==> src/wmf_pkg.sv <==
// ----------------------------------------------------------------------------
// wmf_pkg
// shared types and constants for the even-window median filter
// ----------------------------------------------------------------------------
package wmf_pkg;

    localparam int WINDOW_DEF = 16;
    localparam int SAMPLE_W   = 32;
    localparam int SUM_W      = SAMPLE_W + 1;
    localparam int HALF_W     = 16;
    localparam int OUT_DATA_W = SAMPLE_W + 2 * HALF_W;

    localparam int CFG_INDEX_W = 2;
    localparam int CFG_DATA_W  = 3;
    localparam int MODE_W      = 3;
    localparam int CAL_W       = 2;

    // register indexes
    localparam logic [CFG_INDEX_W-1:0] CFG_MODEL_MODE      = 2'd0;
    localparam logic [CFG_INDEX_W-1:0] CFG_NORMAL_START    = 2'd1;
    localparam logic [CFG_INDEX_W-1:0] CFG_CALIBRATE_START = 2'd2;

    // mode codes
    localparam logic [MODE_W-1:0] MODE_NORMAL_A = 3'd1;
    localparam logic [MODE_W-1:0] MODE_NORMAL_B = 3'd2;
    localparam logic [MODE_W-1:0] MODE_CALIB    = 3'd3;
    localparam logic [CAL_W-1:0]  CAL_GO        = 2'd2;

    typedef enum logic [2:0] {
        ST_LOAD,
        ST_CAND,
        ST_CAPT,
        ST_SCAN,
        ST_RANK,
        ST_SUM,
        ST_EMIT
    } state_t;

    typedef struct packed {
        logic load;
        logic capt;
        logic scan;
        logic rank;
        logic sum;
        logic out_load;
    } ctrl_cmd_t;

    typedef struct packed {
        logic load_last;
        logic scan_last;
        logic cand_last;
    } dp_status_t;

endpackage

==> src/wmf_ram.sv <==
// ----------------------------------------------------------------------------
// wmf_ram
// generic single-write, single-read memory with registered read data
// ----------------------------------------------------------------------------
module wmf_ram #(
    parameter int WIDTH = 32,
    parameter int DEPTH = 16
) (
    input  logic                     clk,
    input  logic                     we,
    input  logic [$clog2(DEPTH)-1:0] waddr,
    input  logic [WIDTH-1:0]         wdata,
    input  logic [$clog2(DEPTH)-1:0] raddr,
    output logic [WIDTH-1:0]         rdata
);

    logic [WIDTH-1:0] mem [DEPTH];
    logic [WIDTH-1:0] rdata_reg;

    always_ff @(posedge clk)
    begin
        if (we)
        begin
            mem[waddr] <= wdata;
        end
        rdata_reg <= mem[raddr];
    end

    assign rdata = rdata_reg;

endmodule

==> src/wmf_ctrl.sv <==
// ----------------------------------------------------------------------------
// wmf_ctrl
// sequencer: window load, rank-count selection sweep, result hand-off
// ----------------------------------------------------------------------------
module wmf_ctrl
    import wmf_pkg::*;
(
    input  logic       clk,
    input  logic       rst_n,
    input  logic       in_valid,
    output logic       in_ready,
    output logic       out_valid,
    input  logic       out_ready,
    input  dp_status_t status,
    output ctrl_cmd_t  cmd
);

    state_t state_reg;
    state_t state_next;
    logic   out_valid_reg;
    logic   out_valid_next;
    logic   out_free;

    assign out_free = !out_valid_reg || out_ready;

    always_ff @(posedge clk or negedge rst_n)
    begin
        if (!rst_n)
        begin
            state_reg     <= ST_LOAD;
            out_valid_reg <= 1'b0;
        end
        else
        begin
            state_reg     <= state_next;
            out_valid_reg <= out_valid_next;
        end
    end

    // next state
    always_comb
    begin
        state_next = state_reg;
        case (state_reg)
            ST_LOAD:
            begin
                if (in_valid && status.load_last)
                begin
                    state_next = ST_CAND;
                end
            end
            ST_CAND:
            begin
                state_next = ST_CAPT;
            end
            ST_CAPT:
            begin
                state_next = ST_SCAN;
            end
            ST_SCAN:
            begin
                if (status.scan_last)
                begin
                    state_next = ST_RANK;
                end
            end
            ST_RANK:
            begin
                state_next = status.cand_last ? ST_SUM : ST_CAND;
            end
            ST_SUM:
            begin
                state_next = ST_EMIT;
            end
            ST_EMIT:
            begin
                if (out_free)
                begin
                    state_next = ST_LOAD;
                end
            end
            default:
            begin
                state_next = ST_LOAD;
            end
        endcase
    end

    // outputs
    always_comb
    begin
        cmd            = '0;
        in_ready       = 1'b0;
        out_valid_next = out_valid_reg && !out_ready;
        case (state_reg)
            ST_LOAD:
            begin
                in_ready = 1'b1;
                cmd.load = in_valid;
            end
            ST_CAPT:
            begin
                cmd.capt = 1'b1;
            end
            ST_SCAN:
            begin
                cmd.scan = 1'b1;
            end
            ST_RANK:
            begin
                cmd.rank = 1'b1;
            end
            ST_SUM:
            begin
                cmd.sum = 1'b1;
            end
            ST_EMIT:
            begin
                if (out_free)
                begin
                    cmd.out_load   = 1'b1;
                    out_valid_next = 1'b1;
                end
            end
            default:
            begin
                cmd = '0;
            end
        endcase
    end

    assign out_valid = out_valid_reg;

endmodule

==> src/wmf_datapath.sv <==
// ----------------------------------------------------------------------------
// wmf_datapath
// window store, rank counter, middle-pair capture, mean and output register
// ----------------------------------------------------------------------------
module wmf_datapath
    import wmf_pkg::*;
#(
    parameter int WINDOW = WINDOW_DEF
) (
    input  logic                   clk,
    input  logic                   rst_n,
    input  ctrl_cmd_t              cmd,
    output dp_status_t             status,
    input  logic [SAMPLE_W-1:0]    sample_milli,
    input  logic                   cfg_we,
    input  logic [CFG_INDEX_W-1:0] cfg_index,
    input  logic [CFG_DATA_W-1:0]  cfg_data,
    output logic                   updated,
    output logic [OUT_DATA_W-1:0]  out_data
);

    localparam int                IW     = $clog2(WINDOW);
    localparam logic [IW-1:0]     LAST   = IW'(WINDOW - 1);
    localparam logic [IW-1:0]     MID_LO = IW'(WINDOW / 2 - 1);
    localparam logic [IW-1:0]     MID_HI = IW'(WINDOW / 2);

    logic [MODE_W-1:0]          mode_reg;
    logic                       normal_start_reg;
    logic [CAL_W-1:0]           cal_start_reg;

    logic [IW-1:0]              wr_idx_reg;
    logic [IW-1:0]              cand_idx_reg;
    logic [IW-1:0]              scan_idx_reg;
    logic [IW-1:0]              rank_reg;
    logic signed [SAMPLE_W-1:0] cand_reg;
    logic signed [SAMPLE_W-1:0] lo_reg;
    logic signed [SAMPLE_W-1:0] hi_reg;
    logic signed [SUM_W-1:0]    sum_reg;
    logic                       updated_reg;
    logic [OUT_DATA_W-1:0]      out_data_reg;

    logic [IW-1:0]              raddr;
    logic [SAMPLE_W-1:0]        rdata;
    logic signed [SAMPLE_W-1:0] elem;
    logic                       less;
    logic                       gate;
    logic [SAMPLE_W-1:0]        med;
    logic [HALF_W-1:0]          med_high;
    logic [HALF_W-1:0]          med_low;

    wmf_ram #(
        .WIDTH (SAMPLE_W),
        .DEPTH (WINDOW)
    ) u_store (
        .clk   (clk),
        .we    (cmd.load),
        .waddr (wr_idx_reg),
        .wdata (sample_milli),
        .raddr (raddr),
        .rdata (rdata)
    );

    // read address: candidate fetch, sweep start, sweep step
    always_comb
    begin
        if (cmd.capt)
        begin
            raddr = '0;
        end
        else if (cmd.scan)
        begin
            raddr = scan_idx_reg + 1'b1;
        end
        else
        begin
            raddr = cand_idx_reg;
        end
    end

    assign elem = signed'(rdata);
    // ties broken by position so every element gets a distinct rank
    assign less = (elem < cand_reg) || ((elem == cand_reg) && (scan_idx_reg < cand_idx_reg));

    assign status.load_last = (wr_idx_reg == LAST);
    assign status.scan_last = (scan_idx_reg == LAST);
    assign status.cand_last = (cand_idx_reg == LAST);

    assign gate = (((mode_reg == MODE_NORMAL_A) || (mode_reg == MODE_NORMAL_B))
                   && normal_start_reg)
               || ((mode_reg == MODE_CALIB) && (cal_start_reg == CAL_GO));

    // halve with truncation toward zero
    assign med      = sum_reg[SUM_W-1:1] + {{(SAMPLE_W-1){1'b0}},
                                            sum_reg[SUM_W-1] & sum_reg[0]};
    assign med_high = med[SAMPLE_W-1] ? '0 : med[SAMPLE_W-1:HALF_W];
    assign med_low  = med[SAMPLE_W-1] ? '0 : med[HALF_W-1:0];

    always_ff @(posedge clk or negedge rst_n)
    begin
        if (!rst_n)
        begin
            mode_reg         <= '0;
            normal_start_reg <= 1'b0;
            cal_start_reg    <= '0;
            wr_idx_reg       <= '0;
            cand_idx_reg     <= '0;
            scan_idx_reg     <= '0;
            rank_reg         <= '0;
        end
        else
        begin
            if (cfg_we)
            begin
                case (cfg_index)
                    CFG_MODEL_MODE:      mode_reg         <= cfg_data[MODE_W-1:0];
                    CFG_NORMAL_START:    normal_start_reg <= cfg_data[0];
                    CFG_CALIBRATE_START: cal_start_reg    <= cfg_data[CAL_W-1:0];
                    default:             mode_reg         <= mode_reg;
                endcase
            end
            if (cmd.load)
            begin
                wr_idx_reg <= status.load_last ? '0 : wr_idx_reg + 1'b1;
            end
            if (cmd.capt)
            begin
                scan_idx_reg <= '0;
                rank_reg     <= '0;
            end
            if (cmd.scan)
            begin
                scan_idx_reg <= scan_idx_reg + 1'b1;
                rank_reg     <= rank_reg + IW'(less);
            end
            if (cmd.rank)
            begin
                cand_idx_reg <= status.cand_last ? '0 : cand_idx_reg + 1'b1;
            end
        end
    end

    always_ff @(posedge clk)
    begin
        if (cmd.capt)
        begin
            cand_reg <= elem;
        end
        if (cmd.rank && (rank_reg == MID_LO))
        begin
            lo_reg <= cand_reg;
        end
        if (cmd.rank && (rank_reg == MID_HI))
        begin
            hi_reg <= cand_reg;
        end
        if (cmd.sum)
        begin
            sum_reg <= SUM_W'(lo_reg) + SUM_W'(hi_reg);
        end
        if (cmd.out_load)
        begin
            updated_reg  <= gate;
            out_data_reg <= {med_low, med_high, med};
        end
    end

    assign updated  = updated_reg;
    assign out_data = out_data_reg;

endmodule

==> src/window_median_filter.sv <==
// ----------------------------------------------------------------------------
// window_median_filter
// even-window median filter for signed resistance samples
// ----------------------------------------------------------------------------
//  channel | dir | handshake               | payload
//  s_axis  | in  | s_axis_tvalid/tready    | tdata[31:0] sample_milli
//  m_axis  | out | m_axis_tvalid/tready    | tdata median/high/low, tuser updated
//  cfg     | in  | cfg_valid/cfg_ready     | cfg_index, cfg_data
//
//  one sample per cycle while a window loads; after the last sample the
//  rank sweep reads the window store once per cycle, one candidate at a time
//  through CAND, CAPT, SCAN and RANK, then SUM and EMIT, the length of the
//  sweep set by the single read port
//  samples are refused during the sweep; a result waiting at m_axis does not
//  block loading of the next window, only the hand-off of the next result
//  reset clears the fill count, config and index registers and the output valid
// ----------------------------------------------------------------------------
module window_median_filter
    import wmf_pkg::*;
#(
    parameter int WINDOW = WINDOW_DEF
) (
    input  logic                   clk,
    input  logic                   rst_n,
    input  logic                   s_axis_tvalid,
    output logic                   s_axis_tready,
    input  logic [SAMPLE_W-1:0]    s_axis_tdata,   // [31:0] sample_milli
    output logic                   m_axis_tvalid,
    input  logic                   m_axis_tready,
    output logic [OUT_DATA_W-1:0]  m_axis_tdata,   // [31:0] median_milli, [47:32] scaled_high, [63:48] scaled_low
    output logic [0:0]             m_axis_tuser,   // [0] updated
    input  logic                   cfg_valid,
    output logic                   cfg_ready,
    input  logic [CFG_INDEX_W-1:0] cfg_index,
    input  logic [CFG_DATA_W-1:0]  cfg_data
);

    ctrl_cmd_t  cmd;
    dp_status_t status;

    assign cfg_ready = 1'b1;

    wmf_ctrl u_ctrl (
        .clk       (clk),
        .rst_n     (rst_n),
        .in_valid  (s_axis_tvalid),
        .in_ready  (s_axis_tready),
        .out_valid (m_axis_tvalid),
        .out_ready (m_axis_tready),
        .status    (status),
        .cmd       (cmd)
    );

    wmf_datapath #(
        .WINDOW (WINDOW)
    ) u_datapath (
        .clk          (clk),
        .rst_n        (rst_n),
        .cmd          (cmd),
        .status       (status),
        .sample_milli (s_axis_tdata),
        .cfg_we       (cfg_valid),
        .cfg_index    (cfg_index),
        .cfg_data     (cfg_data),
        .updated      (m_axis_tuser[0]),
        .out_data     (m_axis_tdata)
    );

endmodule

==> config.mk <==
export PLATFORM = sky130hd
export DESIGN_NAME = window_median_filter
export DESIGN_NICKNAME = d
export VERILOG_FILES = /design/src/wmf_pkg.sv /design/src/wmf_ram.sv /design/src/wmf_ctrl.sv /design/src/wmf_datapath.sv /design/src/window_median_filter.sv
export SDC_FILE = /design/constraint.sdc
export NUM_CORES = 1
export LEC_CHECK = 0
export ABC_CLOCK_PERIOD_IN_PS = 7430
export BUFFER_PORTS_ARGS = -buffer_cell sky130_fd_sc_hd__buf_2
export CAP_MARGIN = 15
export CORE_MARGIN = 2
export CORE_UTILIZATION = 35
export CTS_BUF_LIST = sky130_fd_sc_hd__clkbuf_8
export CTS_CLUSTER_SIZE = 30
export DETAILED_ROUTE_END_ITERATION = 16
export PLACE_DENSITY = 0.53
export REMOVE_ABC_BUFFERS = 1
export SYNTH_ARGS = -nofsm -noshare
export SYNTH_HDL_FRONTEND = slang
export SYNTH_SLANG_ARGS = --single-unit
==> constraint.sdc <==
create_clock -name clk -period 7.43 [get_ports clk]
set_input_delay 1.486 -clock clk [delete_from_list [all_inputs] [get_ports clk]]
set_output_delay 1.486 -clock clk [all_outputs]
set_load 0.005 [all_outputs]
==> key figures <==
Clock tree
  • Hold buffer count at CTS: 0
  • CTS sink count: 763
  • Clk buf depth: 3
  • H-tree depth: 4
  • Root Driver: clkbuf_8
  • Post-CTS Setup Bufs: 0
  • CTS Buf Count: ~130
  • Post-CTS Resized: 0
  • Clock latency at the later pin of the worst-skew pair: approximately 0.77 ns
  • TritonCTS clock tree: done
  • Clk pin slew, worst setup/hold paths: 0.06 ns

Setup path
  • Reg-to-reg critical path endpoint: u_datapath.u_store.rdata[16]
  • Worst R2R Start: u_ctrl.state_reg[2]
  • Slowest CP cell: buf_4
  • R2R depth: 9
  • Largest delay share family, worst path: buffers and inverters
  • Crit path DAT: 4.47 ns
  • Setup crit end: u_datapath.u_store.rdata[16]
  • Reg2reg setup slack: between 3 and 4 ns
  • CP Launch Point: u_ctrl.state_reg[2]
  • WP depth: 9
  • Crit start category: flop
  • Chain of cells forming the critical path: nand2b_1 > nand2_1 > o21ai_4 > buf_4 > buf_4 > nand2_1 > a311oi_1 > a21oi_1 > a21oi_1
  • CP endpoint kind: flop
  • Peak fanout along the critical path: 75
  • Max incr delay on CP: between 0.7 and 0.8 ns
  • Crit path required time: a little over 8 ns
  • CP Class: flop to flop
  • Bufs and invs on worst path: 2

Global routing
  • Initial antenna violation count: 9
  • Vias in the first global route: about 19000
  • First-pass GRT wire length: ~110000 um
  • Grt ovf: 0
  • Pin count of the biggest net entering global routing: roughly 210
  • GRT Util Overall: around 15%

Synth
  • Synth Area in XOR/XNOR: 1.751%
  • Post-synthesis mux area share: less than 1%
  • Syn Std Cell Area: around 32000 sq um
  • Synth Area in Adders: 3.114%
  • Synth warnings: 0
  • Largest family of logic cells by synthesized area: compound AO/OA/AOI/OAI gates
  • Share of flip-flops with an asynchronous set or reset: approximately 3.4%
  • Largest area contributor in the netlist: edfxtp_1
  • Post-synthesis cell count: between 2000 and 2500
  • Synth Area in Compound Gates: 11.33%
  • Post-synthesis sequential area ratio: just over 70%
  • Syn_area_per_cell: approximately 14 sq um
  • Simple-gate share of the synthesized area: 9.857%
  • Synth cell types: 74
  • Top FF cell, synth: edfxtp_1
  • Synth top area cells: edfxtp_1 (67%), a211oi_1 (4.0%), nand2_1 (3.7%)
  • Synth top area share: between 60% and 70%
  • Number of synthesized flops with an enable pin: roughly 710
  • Post-synthesis register bit count: 763

Drt
  • Drt first pass iters: 5
  • Post-route ant nets: 0
  • Routed length on met2: ~33000 um
  • Vias/cell: around 5
  • DRC: 0
  • Vias post-DR: roughly 19000
  • Initial DRC count: between 1000 and 1500
  • Top layer in use: met5
  • Metal3 WL: roughly 3800 um
  • DRT Wirelength: just over 70000 um
  • M1 WL: around 32000 um
  • Drt wl/cell: 19.23 um

STA
  • Hold Violations, Final: 0
  • F_max: approximately 270 MHz
  • RSZ-0062 raised after global routing: no
  • Count of final setup violators: 0
  • Worst slew pin tran: 1.025 ns
  • Slew Limit Fails: 0
  • Tcrit/Tclk final: around half
  • Minimum clock period: ~3.8 ns
  • Setup ws final: about 3.7 ns
  • Rel. slew slack: roughly a third
  • Layout Skew: between 0.03 and 0.04 ns

Status
  • Status: completed

Floorplanning
  • Effective utilization at floorplan: a little over a third
  • Core ar.: ~90000 sq um
  • Cell Rows: 110
  • I/O Pins: 110
  • Die Span X: 304.4 um
  • DIE AREA: 92660 sq um
  • Die Y: ~300 um

Run
  • Number of max-cap violations: 0

Layout
  • Share of cells above drive strength 1: approximately 15%
  • P&R area growth vs syn: 13.96%
  • Largest register FFs: around 510
  • Final #Nets: 2507

Power and ir drop
  • Power Dens Cells: approximately 350 nW/um^2
  • Max VDD drop: about 0.00027 V
  • Leakage power: roughly 12 nW
  • Overall power: 12.66 mW

Worst hold path
  • Hold Path Class: flop to flop
  • Hold_sp: u_datapath.u_store.rdata[31]

Placement
  • Post-DP HPWL: 38450 um
  • Pre-CTS worst setup slack: 3.654 ns
  • Number of port buffers: between 100 and 150
  • Routability Congestion: 0.7402
[where the power goes]
group          internal, mW  switching [mW]  total [mW]
registers              5.18           0.341        5.53
clock network          2.03            1.72        3.75
logic                  1.15            2.24        3.39
[metrics by stage]
stage / TNS [ns] / cells / cell area [sq um] / hold slack [ns] / util [%]
floorplan: -123.33 / 2113 / 30990 / 0.4082 / -
detailed placement: 0 / 3427 / 33360 / 0.4263 / 37.18
global route: 0 / 3671 / 35990 / 0.4566 / 40.11
CTS: 0 / 3670 / 35990 / 0.4414 / 40.10
finish: 0 / 3672 / 35990 / 0.4401 / 40.11
global placement: 0 / 3427 / 33360 / 0.4379 / 37.18
[synthesized netlist by cell type, types with 26 or more instances]
cell / number
ha_1: 77
xnor2_1: 44
dfxtp_1: 32
a21oi_1: 101
buf_2: 35
clkbuf_1: 74
nor2b_1: 154
a311oi_1: 67
a31oi_1: 71
edfxtp_1: 705
inv_1: 55
dfrtp_1: 26
a211oi_1: 168
a21o_1: 28
nand2_1: 310
nor2_1: 35
nand3_1: 26
o21ai_0: 33
[cell usage in the layout, fill, tap and decap left out, types with 44 or more instances in the layout]
cell type | synthesis | final
edfxtp_1 | 705 | 705
nand2_1 | 310 | 310
a211oi_1 | 168 | 168
nor2b_1 | 154 | 154
clkbuf_8 | 0 | 145
buf_2 | 35 | 107
a21oi_1 | 101 | 100
inv_1 | 55 | 99
ha_1 | 77 | 77
a31oi_1 | 71 | 70
a311oi_1 | 67 | 67
xnor2_1 | 44 | 44
[layout make-up]
cell class                 count  area (sq um)
antenna                        2         5.005
clock buffer                 145          1996
clock inverter                98         633.1
fill                        8348         53740
inverter                      55         206.4
multi-input combinational   1295          8427
sequential                   763         22460
tap                         1176          1471
timing repair buffer         138         793.3
[cells by family after synthesis]
kind of cell | Yosys count
flip-flops | 763
AND/OR/NAND/NOR | 629
AO/OA/AOI/OAI | 517
buffers and inverters | 185
adder cells (fa/ha/maj) | 78
XOR/XNOR | 61
multiplexers | 8
other | 2
[metal layers]
layer / global-route usage, % / up-vias
met5: 0 / -
met4: 5.722 / 8
met3: 3.510 / 150
met2: 25.00 / 478
met1: 19.46 / 9034
li1: - / 8843
[worst min-delay path by stage]
| stage | to | slack, ns | depth (start not counted) |
|---|---|---|---|
| 5_1_grt | u_datapath.cand_reg[31] | 0.46 | 0 |
| 6_report | u_datapath.cand_reg[31] | 0.44 | 0 |
| 3_5_place_dp | u_datapath.cand_reg[31] | 0.43 | 0 |
| 2_1_floorplan | u_datapath.cand_reg[0] | 0.41 | 0 |
| 3_3_place_gp | u_datapath.cand_reg[31] | 0.44 | 0 |
| 4_1_cts | u_datapath.cand_reg[31] | 0.44 | 0 |
No activity file was read; power rests on OpenSTA's default activity.
